<file path="config.mk">
export PLATFORM = sky130hd
export DESIGN_NAME = hbs_ctrl
export DESIGN_NICKNAME = d
export VERILOG_FILES = /design/src/rtl/hbs_pkg.sv /design/src/rtl/hbs_ctrl.sv
export SDC_FILE = /design/constraint.sdc
export NUM_CORES = 1
export LEC_CHECK = 0
export BUFFER_PORTS_ARGS = -buffer_cell sky130_fd_sc_hd__buf_4
export CAP_MARGIN = 10
export CORE_MARGIN = 2
export CORE_UTILIZATION = 35
export DETAILED_ROUTE_END_ITERATION = 6
export GPL_ROUTABILITY_DRIVEN = 0
export MAX_ROUTING_LAYER = met4
export REMOVE_ABC_BUFFERS = 1
export SKIP_LAST_GASP = 1
export SLEW_MARGIN = 20
export SYNTH_ARGS = -nofsm -noshare
export SYNTH_HDL_FRONTEND = slang
export SYNTH_SLANG_ARGS = --single-unit
</file>
<file path="constraint.sdc">
create_clock -name clk_i -period 3.6 [get_ports clk_i]
set_input_delay 0.72 -clock clk_i [delete_from_list [all_inputs] [get_ports clk_i]]
set_output_delay 0.72 -clock clk_i [all_outputs]
set_load 0.01 [all_outputs]
</file>
<file path="src/rtl/hbs_pkg.sv">
`timescale 1ns / 1ps
// ----------------------------------------------------------------------------
// hbs_pkg
// Shared codes, widths and the controller to datapath command bundle of the
// height grid sampler.
// ----------------------------------------------------------------------------
package hbs_pkg;

  localparam logic CMD_WRITE  = 1'b0;
  localparam logic CMD_SAMPLE = 1'b1;

  localparam logic REG_GRID_SIDE = 1'b0;
  localparam logic REG_VERT_TERM = 1'b1;

  localparam int CoordW  = 17;
  localparam int HeightW = 24;
  localparam int NormW   = 16;
  localparam int IndexW  = 16;
  localparam int CfgW    = 16;
  localparam int SideW   = 9;
  localparam int CntW    = 5;

  localparam logic [SideW-1:0] GRID_SIDE_RST = 9'd256;
  localparam logic [CfgW-1:0]  VERT_TERM_RST = 16'd512;

  typedef struct packed {
    logic            load;
    logic            rd_en;
    logic [CntW-1:0] rd_cnt;
    logic            sq_en;
    logic [1:0]      sq_phase;
    logic            rt_en;
    logic            rt_first;
    logic            dv_en;
    logic            dv_first;
    logic            out_load;
  } hbs_cmd_t;

endpackage

</file>
<file path="src/rtl/hbs_ctrl.sv">
`timescale 1ns / 1ps
// ----------------------------------------------------------------------------
// hbs_ctrl
// Sequencer for one sample request: grid fetch, squares, square root,
// division and result strobe.
// ----------------------------------------------------------------------------
module hbs_ctrl (
  input  logic             clk_i,
  input  logic             rst_ni,
  input  logic             start_i,
  input  logic             sample_i,
  output logic             busy_o,
  output logic             done_o,
  output hbs_pkg::hbs_cmd_t cmd_o
);
  import hbs_pkg::*;

  typedef enum logic [2:0] {
    S_IDLE, S_FETCH, S_DRAIN, S_SQUARE, S_ROOT, S_DIVIDE, S_OUT
  } state_e;

  state_e          state_q;
  logic [CntW-1:0] cnt_q;
  logic            done_q;
  logic [CntW-1:0] cnt_lim;
  logic            cnt_last;

  always_comb begin
    unique case (state_q)
      S_FETCH:  cnt_lim = 5'd19;
      S_DRAIN:  cnt_lim = 5'd1;
      S_SQUARE: cnt_lim = 5'd3;
      S_ROOT:   cnt_lim = 5'd31;
      S_DIVIDE: cnt_lim = 5'd15;
      default:  cnt_lim = '0;
    endcase
  end

  assign cnt_last = (cnt_q == cnt_lim);

  always_ff @(posedge clk_i or negedge rst_ni) begin
    if (!rst_ni) begin
      state_q <= S_IDLE;
      cnt_q   <= '0;
      done_q  <= 1'b0;
    end else begin
      done_q <= 1'b0;
      unique case (state_q)
        S_IDLE: begin
          cnt_q <= '0;
          if (start_i && sample_i) begin
            state_q <= S_FETCH;
          end
        end
        S_FETCH, S_DRAIN, S_SQUARE, S_ROOT, S_DIVIDE: begin
          if (cnt_last) begin
            cnt_q <= '0;
            unique case (state_q)
              S_FETCH:  state_q <= S_DRAIN;
              S_DRAIN:  state_q <= S_SQUARE;
              S_SQUARE: state_q <= S_ROOT;
              S_ROOT:   state_q <= S_DIVIDE;
              default:  state_q <= S_OUT;
            endcase
          end else begin
            cnt_q <= cnt_q + 5'd1;
          end
        end
        S_OUT: begin
          state_q <= S_IDLE;
          done_q  <= 1'b1;
        end
        default: state_q <= S_IDLE;
      endcase
    end
  end

  always_comb begin
    cmd_o          = '0;
    cmd_o.load     = (state_q == S_IDLE) && start_i && sample_i;
    cmd_o.rd_en    = (state_q == S_FETCH);
    cmd_o.rd_cnt   = cnt_q;
    cmd_o.sq_en    = (state_q == S_SQUARE);
    cmd_o.sq_phase = cnt_q[1:0];
    cmd_o.rt_en    = (state_q == S_ROOT);
    cmd_o.rt_first = (cnt_q == '0);
    cmd_o.dv_en    = (state_q == S_DIVIDE);
    cmd_o.dv_first = (cnt_q == '0);
    cmd_o.out_load = (state_q == S_OUT);
  end

  assign busy_o = (state_q != S_IDLE);
  assign done_o = done_q;

endmodule

</file>
Word-level counts from Yosys, hierarchy flattened --
Cells that the tools add are included.
Operators by class: add/subtract/negate cells 1, eq/ne operators 9, multiplexer cells 8, reductions and logical operators 9
Operators by type and width (number):
- $pmux W5 S5 | 1
- $pmux W3 S4 | 1
- $pmux W5 S2 | 1
- $eq A3 B3 Y1 const B | 3
- $eq A3 B2 Y1 const B | 2
- $mux W3 | 2
- $pmux W3 S2 | 1
- $add A5 B1 Y5 const B | 1
- $eq A5 B5 Y1 | 1
- $logic_not A5 Y1 | 1
- $mux W5 | 1
- $reduce_or A5 Y1 | 1
- $ne A2 B2 Y1 const B | 2
- $eq A3 B1 Y1 const B | 1
- $logic_and A1 B1 Y1 | 3
- $logic_not A3 Y1 | 1
- $reduce_bool A3 Y1 | 1
- $reduce_and A2 Y1 | 1
- $reduce_bool A2 Y1 | 1
- $mux W1 | 1
Word-level totals: flip-flop bits (word level) 9, input bits 4, output and inout bits 17

Logic depth before layout (Yosys ltp) --
Gate-level depths: netlist (run 1).
depth in word-level cells 5, mapped depth 6, depth with buffers taken out 5

Worst setup path after synthesis (run 1) --
OpenSTA, ideal clock, no wires.
path type register to output, start point reg cnt_q[0], end point out cmd_o[3] (netlist name), arrival 1448 ps, setup slack 1432 ps, cell stages (with the launch flop) 5, path through dfrtp_1 inv_1 ha_1 nor4b_1 buf_4
RTL lines:
- start, declared | RTL line hbs_ctrl.sv:23 | logic [CntW-1:0] cnt_q;
- start signal, assigned | RTL line hbs_ctrl.sv:66 | cnt_q <= cnt_q + 5'd1;
- end, declared | RTL line hbs_ctrl.sv:14 | output hbs_pkg::hbs_cmd_t cmd_o

==> results of run 1 <==
sequential cells by signal (all words and copies together) (netlist names):
signal / count
state_q: 3
done_o: 1
cnt_q: 5
cell families after synthesis:
| family | Yosys count |
|---|---|
| buf+inv | 12 |
| mux | 2 |
| compound gates | 14 |
| simple gates | 33 |
| fa+ha+maj | 2 |
| xor+xnor | 3 |
| flops | 9 |
cell usage after synthesis, drive strengths merged (3+ instances only):
cell,n
inv,4
nand2,4
clkbuf,3
nor3,7
o21ai,4
nor2,8
a21oi,5
xor2,3
dfrtp,9
nand2b,4
buf,5
worst max-delay path, delay by kind of cell, from the launching register on:
family        cells  cell delay [ns]
buf+inv           1             0.12
simple gates      2             0.79
flops             1             0.52
layout make-up:
| class | instances | area, um2 |
|---|---|---|
| timing repair buffer | 20 | 150 |
| multi-input combinational | 54 | 355 |
| tap | 25 | 31.3 |
| fill | 193 | 923 |
| inverter | 4 | 15.0 |
| sequential | 9 | 225 |
| clock buffer | 4 | 26.3 |
metal layers:
layer	up-vias	wire length, um	GRT usage
li1	300	-	-
met2	19	610	0.208
met4	0	8	0.0667
met1	271	719	0.210
met5	-	0	-
met3	2	89	0.0692
path summary, 6_finish.rpt:
check	slack [ns]	endpoint	from
min	0.27	cnt_q[3]	rst_ni
max in group asynchronous	3.20	state_q[2]	rst_ni
min in group clk_i	0.62	cnt_q[0]	cnt_q[0]
max reg2reg	1.57	state_q[0]	state_q[2]
min reg2reg	0.62	cnt_q[0]	cnt_q[0]
max	1.20	cmd_o[14]	state_q[2]
power breakdown:
part	internal, uW	total, uW	switching (uW)
combinational	199	389	190
clock	42.6	75.7	33.2
sequential	141	248	107
metrics by stage:
stage	hold WS (ns)	cell area (um2)	instances	power [uW]
6_report	0.269	803	116	713
5_1_grt	0.262	803	116	776
4_1_cts	0.258	803	116	721
3_5_place_dp	0.547	777	112	640
3_3_place_gp	0.547	777	112	639
2_1_floorplan	0.424	596	67	463
==> results_dict.tcl, run 1 <==
set metrics [dict create \
    required_ns 2.88 \
    r2r_cells 5 \
    fin_crit_ns 2.40 \
    cts_buffer_depth 2 \
    cts_setup_buffers 0 \
    diodes 0 \
    gr-total-overflow 0 \
    syn_to_final_growth_pct 25.6 \
    clk_pin_slew_ns 0.06 \
    hold_viol_final 0 \
    synth_area_per_cell_um2 8.52 \
    via_per_inst 5.10 \
    finalSetupTns_ns 0 \
    crit_chain "nor3_1 -> and3_1 -> buf_4" \
    gr-usage-all-layers 0.158 \
    leakage_uw 0.000380 \
    worst-setup-path-type "flop to primary output" \
    slowest_stage "nor3_1" \
    root_buffer "clkbuf_4" \
    setup_ws_ns 1.20 \
    crit_path_max_incr_delay_ns 0.56 \
    final_common_cell "buf_4" \
    synth_cells 75 \
    outcome "finished clean" \
    antenna_found_initial 0 \
    grt_setup_unrepaired "false" \
    fin_worst_skew_ns 0.00512 \
    place_worst_setup_slack_ns 1.48 \
    power.density_nw_per_um2 887 \
    slew_violations 0 \
    synth_top_flop_cell "dfrtp_1" \
    initial_core_util 0.370 \
    synth_compound_area_frac 0.151 \
    fin_util 0.465 \
    grt_pass1_vias 481 \
    clk_latency_ns 0.26 \
    netlist_area_um2 639 \
    worstPathArrival_ns 1.68 \
    synth.largest_area_cell "dfrtp_1" \
    clock_sinks 9 \
    io_pins 21 \
    detail_route.first_pass.iterations 4 \
    fmax_ghz 0.417 \
    final-setup-viol-count 0 \
    critPathCaptureType "primary output" \
    start_kind "flop" \
    coreArea_um2 1730 \
    cts_tree "done" \
    ctsHoldBuffers 0 \
    maxCapViolations 0 \
    remaining_drc_errors 0 \
    crit_path_max_fanout 14 \
    synth-simple-area-share 0.294 \
    muxShareOfSynthArea 0.0313 \
    wl_per_cell_um 12.3 \
    dr_total_vias 592 \
    grt_pass1_wl_um 2250 \
    dieArea_um2 2180 \
    hold_class "input pin to async pin" \
    htree_num_levels 1 \
    ys_top_cells_by_area "dfrtp_1 35%, nor3_1 5.5%, nor2_1 4.7%" \
    vdd_ir_drop_max_uv 428 \
    cts_resized 0 \
    die_x_um 46.7 \
    grt_max_degree 16 \
    ys_types 27 \
    drive_gt1_frac 0.275 \
    synth-xor-area-share 0.0411 \
    drt-initial-drc-count 5 \
    die_h_um 46.7 \
    numCtsBuffers 3 \
    finalCritPeriodShare 0.666 \
    ys_seq_area_frac 0.352 \
    rows 15 \
    synth_top_family_by_area "simple AND/OR/NAND/NOR gates" \
    routed_wl_um 1430 \
    drtAntennaViolNets 0 \
    slew_headroom 0.610 \
    dp_hpwl_um 1040 \
    synth_fa_ha_area_frac 0.0391 \
    yosys_warnings 0 \
    synth_edf_count 0 \
    worst_pin_slew_ns 0.581 \
    async_reset_ff_frac 1.00 \
    fin_nets 98 \
    synth_top_area_frac 0.352 \
    ys_ff_latch 9 \
    io_buffers 20 \
    layout_common_cells "20 x buf_4, 9 x dfrtp_1, 8 x nor2_1, 7 x nor3_1, 5 x a21oi_1" \
]
(Power assumes the default switching activity.)
==> run 2: changes to the inputs <==
- ABC_AREA: unset -> 1
- clock period: 3.6 -> 2.07 ns (I/O delays scaled with it)
==> run 2 against run 1 <==
Compared with the run above:
- design area up 3.6%
- global-route usage down 1.6 points
- total power down 53%
- critical endpoint unchanged
==> results_dict.tcl, run 2 <==
set metrics [dict create \
    htree_num_levels 1 \
    crit_path_max_incr_delay_ns 0.46 \
    clk_pin_slew_ns 0.07 \
    netlist_area_um2 639 \
    rows 15 \
    r2r_setup_slack_ns 0.64 \
    power.density_nw_per_um2 402 \
    grt_pass1_vias 474 \
    finalCritPeriodShare 0.898 \
    grt_setup_unrepaired "false" \
    detail_route.first_pass.iterations 3 \
    via_per_inst 4.42 \
    routed_wl_um 1310 \
    synth_top_area_frac 0.352 \
    cts_setup_buffers 0 \
    fin_crit_ns 1.86 \
    fin_util 0.482 \
    hold_class "input pin to async pin" \
    dp_hpwl_um 1030 \
    crit_chain "inv_2 -> nand2_2 -> nor2_2 -> inv_1 -> nor3_1 -> buf_4" \
    cts_tree "done" \
    die_x_um 46.7 \
    dr_total_vias 597 \
    top_register "cnt_q" \
    coreArea_um2 1730 \
    synth_top_flop_cell "dfrtp_1" \
    cts_buffer_depth 2 \
    yosys_warnings 0 \
    root_buffer "clkbuf_4" \
    worst_pin_slew_ns 0.257 \
    ys_top_cells_by_area "dfrtp_1 35%, nand2_1 12%, inv_1 7.0%" \
    fin_worst_skew_ns 0.000137 \
    r2r_cells 10 \
    ys_seq_area_frac 0.352 \
    syn_to_final_growth_pct 30.1 \
    drt-initial-drc-count 9 \
    grt_pass1_wl_um 2060 \
    postPlaceCellArea_um2 793 \
    drtAntennaViolNets 0 \
    worst-setup-path-type "flop to primary output" \
    clk_latency_ns 0.26 \
    finalSetupTns_ns 0 \
    maxCapViolations 0 \
    slew_violations 0 \
    io_pins 21 \
    die_h_um 46.7 \
    vdd_ir_drop_max_uv 310 \
    layout_common_cells "20 x nand2_1, 20 x buf_4, 12 x inv_1, 9 x dfrtp_1" \
    synth_commonest_cells "20 x nand2_1, 12 x inv_1, 9 x dfrtp_1, 9 x nor2_1, 8 x nand3_1" \
    antenna_found_initial 0 \
    cp_top_family "flip-flops" \
    synth_edf_count 0 \
    outcome "finished clean" \
    worstPathArrival_ns 1.45 \
    leakage_uw 0.000439 \
    gr-total-overflow 0 \
    reg2reg_from "state_q[1]" \
    final-setup-viol-count 0 \
    grt_max_degree 10 \
    remaining_drc_errors 0 \
    dieArea_um2 2180 \
    crit_path_max_fanout 8 \
    largest_reg_flops 5 \
    slew_headroom 0.829 \
    reg2reg_to "state_q[1]" \
    synth.largest_area_cell "dfrtp_1" \
    critPathCaptureType "primary output" \
    clock_sinks 9 \
    gr-usage-all-layers 0.142 \
    required_ns 1.66 \
    ys_ff_latch 9 \
    fmax_ghz 0.538 \
    final_cell_area_um2 832 \
    numCtsBuffers 3 \
    hold_viol_final 0 \
    synth_cells 89 \
    initial_core_util 0.370 \
    ys_types 18 \
    drive_gt1_frac 0.345 \
    diodes 0 \
    synth.most_common_cell "nand2_1" \
    async_reset_ff_frac 1.00 \
    slowest_stage "dfrtp_1" \
    crit_buf_inv 3 \
    io_buffers 20 \
    wl_per_cell_um 9.70 \
    fin_nets 117 \
    start_kind "flop" \
    synth_area_per_cell_um2 7.18 \
]
[run 2: cells by family after synthesis]
family / count (synthesis) / synth area share
AO/OA/AOI/OAI: 8 / 0.0685
XOR/XNOR: 3 / 0.0411
adder cells (fa/ha/maj): 2 / 0.0391
buffers and inverters: 18 / 0.125
flip-flops: 9 / 0.352
AND/OR/NAND/NOR: 49 / 0.374
[run 2: routing by layer]
metal / track usage / share of wire / vias to the layer above / wire (um)
met3: 0.0462 / 0.029 / 4 / 38
met4: 0.0667 / 0.019 / 0 / 25
met5: - / 0 / - / 0
li1: - / - / 315 / -
met1: 0.185 / 0.50 / 268 / 649
met2: 0.200 / 0.46 / 10 / 597
[run 2: metrics by stage]
stage	hold slack (ns)	std cells	total power, uW	setup slack, ns
finish	0.508	135	334	0.210
global route	0.515	135	350	0.0543
floorplan	0.118	85	185	0.473
CTS	0.511	135	336	0.126
detailed placement	0.246	130	195	0.424
global placement	0.247	130	195	0.476
[run 2: repair_timing]
action | CTS | global route
hold buffers | 1 | 0
hold endpoints to repair | 9 | 0
gates resized for setup | 0 | 1
endpoints found under the setup margin | 0 | 1
[run 2: how the worst max path moves through the flow]
stage	slack, ns	to	start	cells past startpoint
2_1_floorplan	0.47	cmd_o[14]	state_q[0]	5
3_3_place_gp	0.48	cmd_o[14]	state_q[0]	6
3_5_place_dp	0.42	cmd_o[14]	state_q[0]	6
4_1_cts	0.13	cmd_o[14]	state_q[0]	6
5_1_grt	0.05	cmd_o[14]	state_q[2]	6
6_report	0.21	cmd_o[14]	state_q[0]	6
[run 2: where the power goes]
part | leakage (uW) | total (uW) | internal (uW) | switching [uW]
sequential | 0.000121 | 176 | 176 | 0
clock | 0.0000150 | 141 | 74.5 | 67.0
combinational | 0.000303 | 16.9 | 8.26 | 8.68
total | 0.000439 | 334 | 259 | 75.7
[run 2: area by class of cell]
class	count	area, um2
clock buffers	4	26.3
well taps	25	31.3
inverters	14	52.6
flip-flops and latches	9	225
repair buffers	21	160
fillers	174	895
multi-input cells	62	337
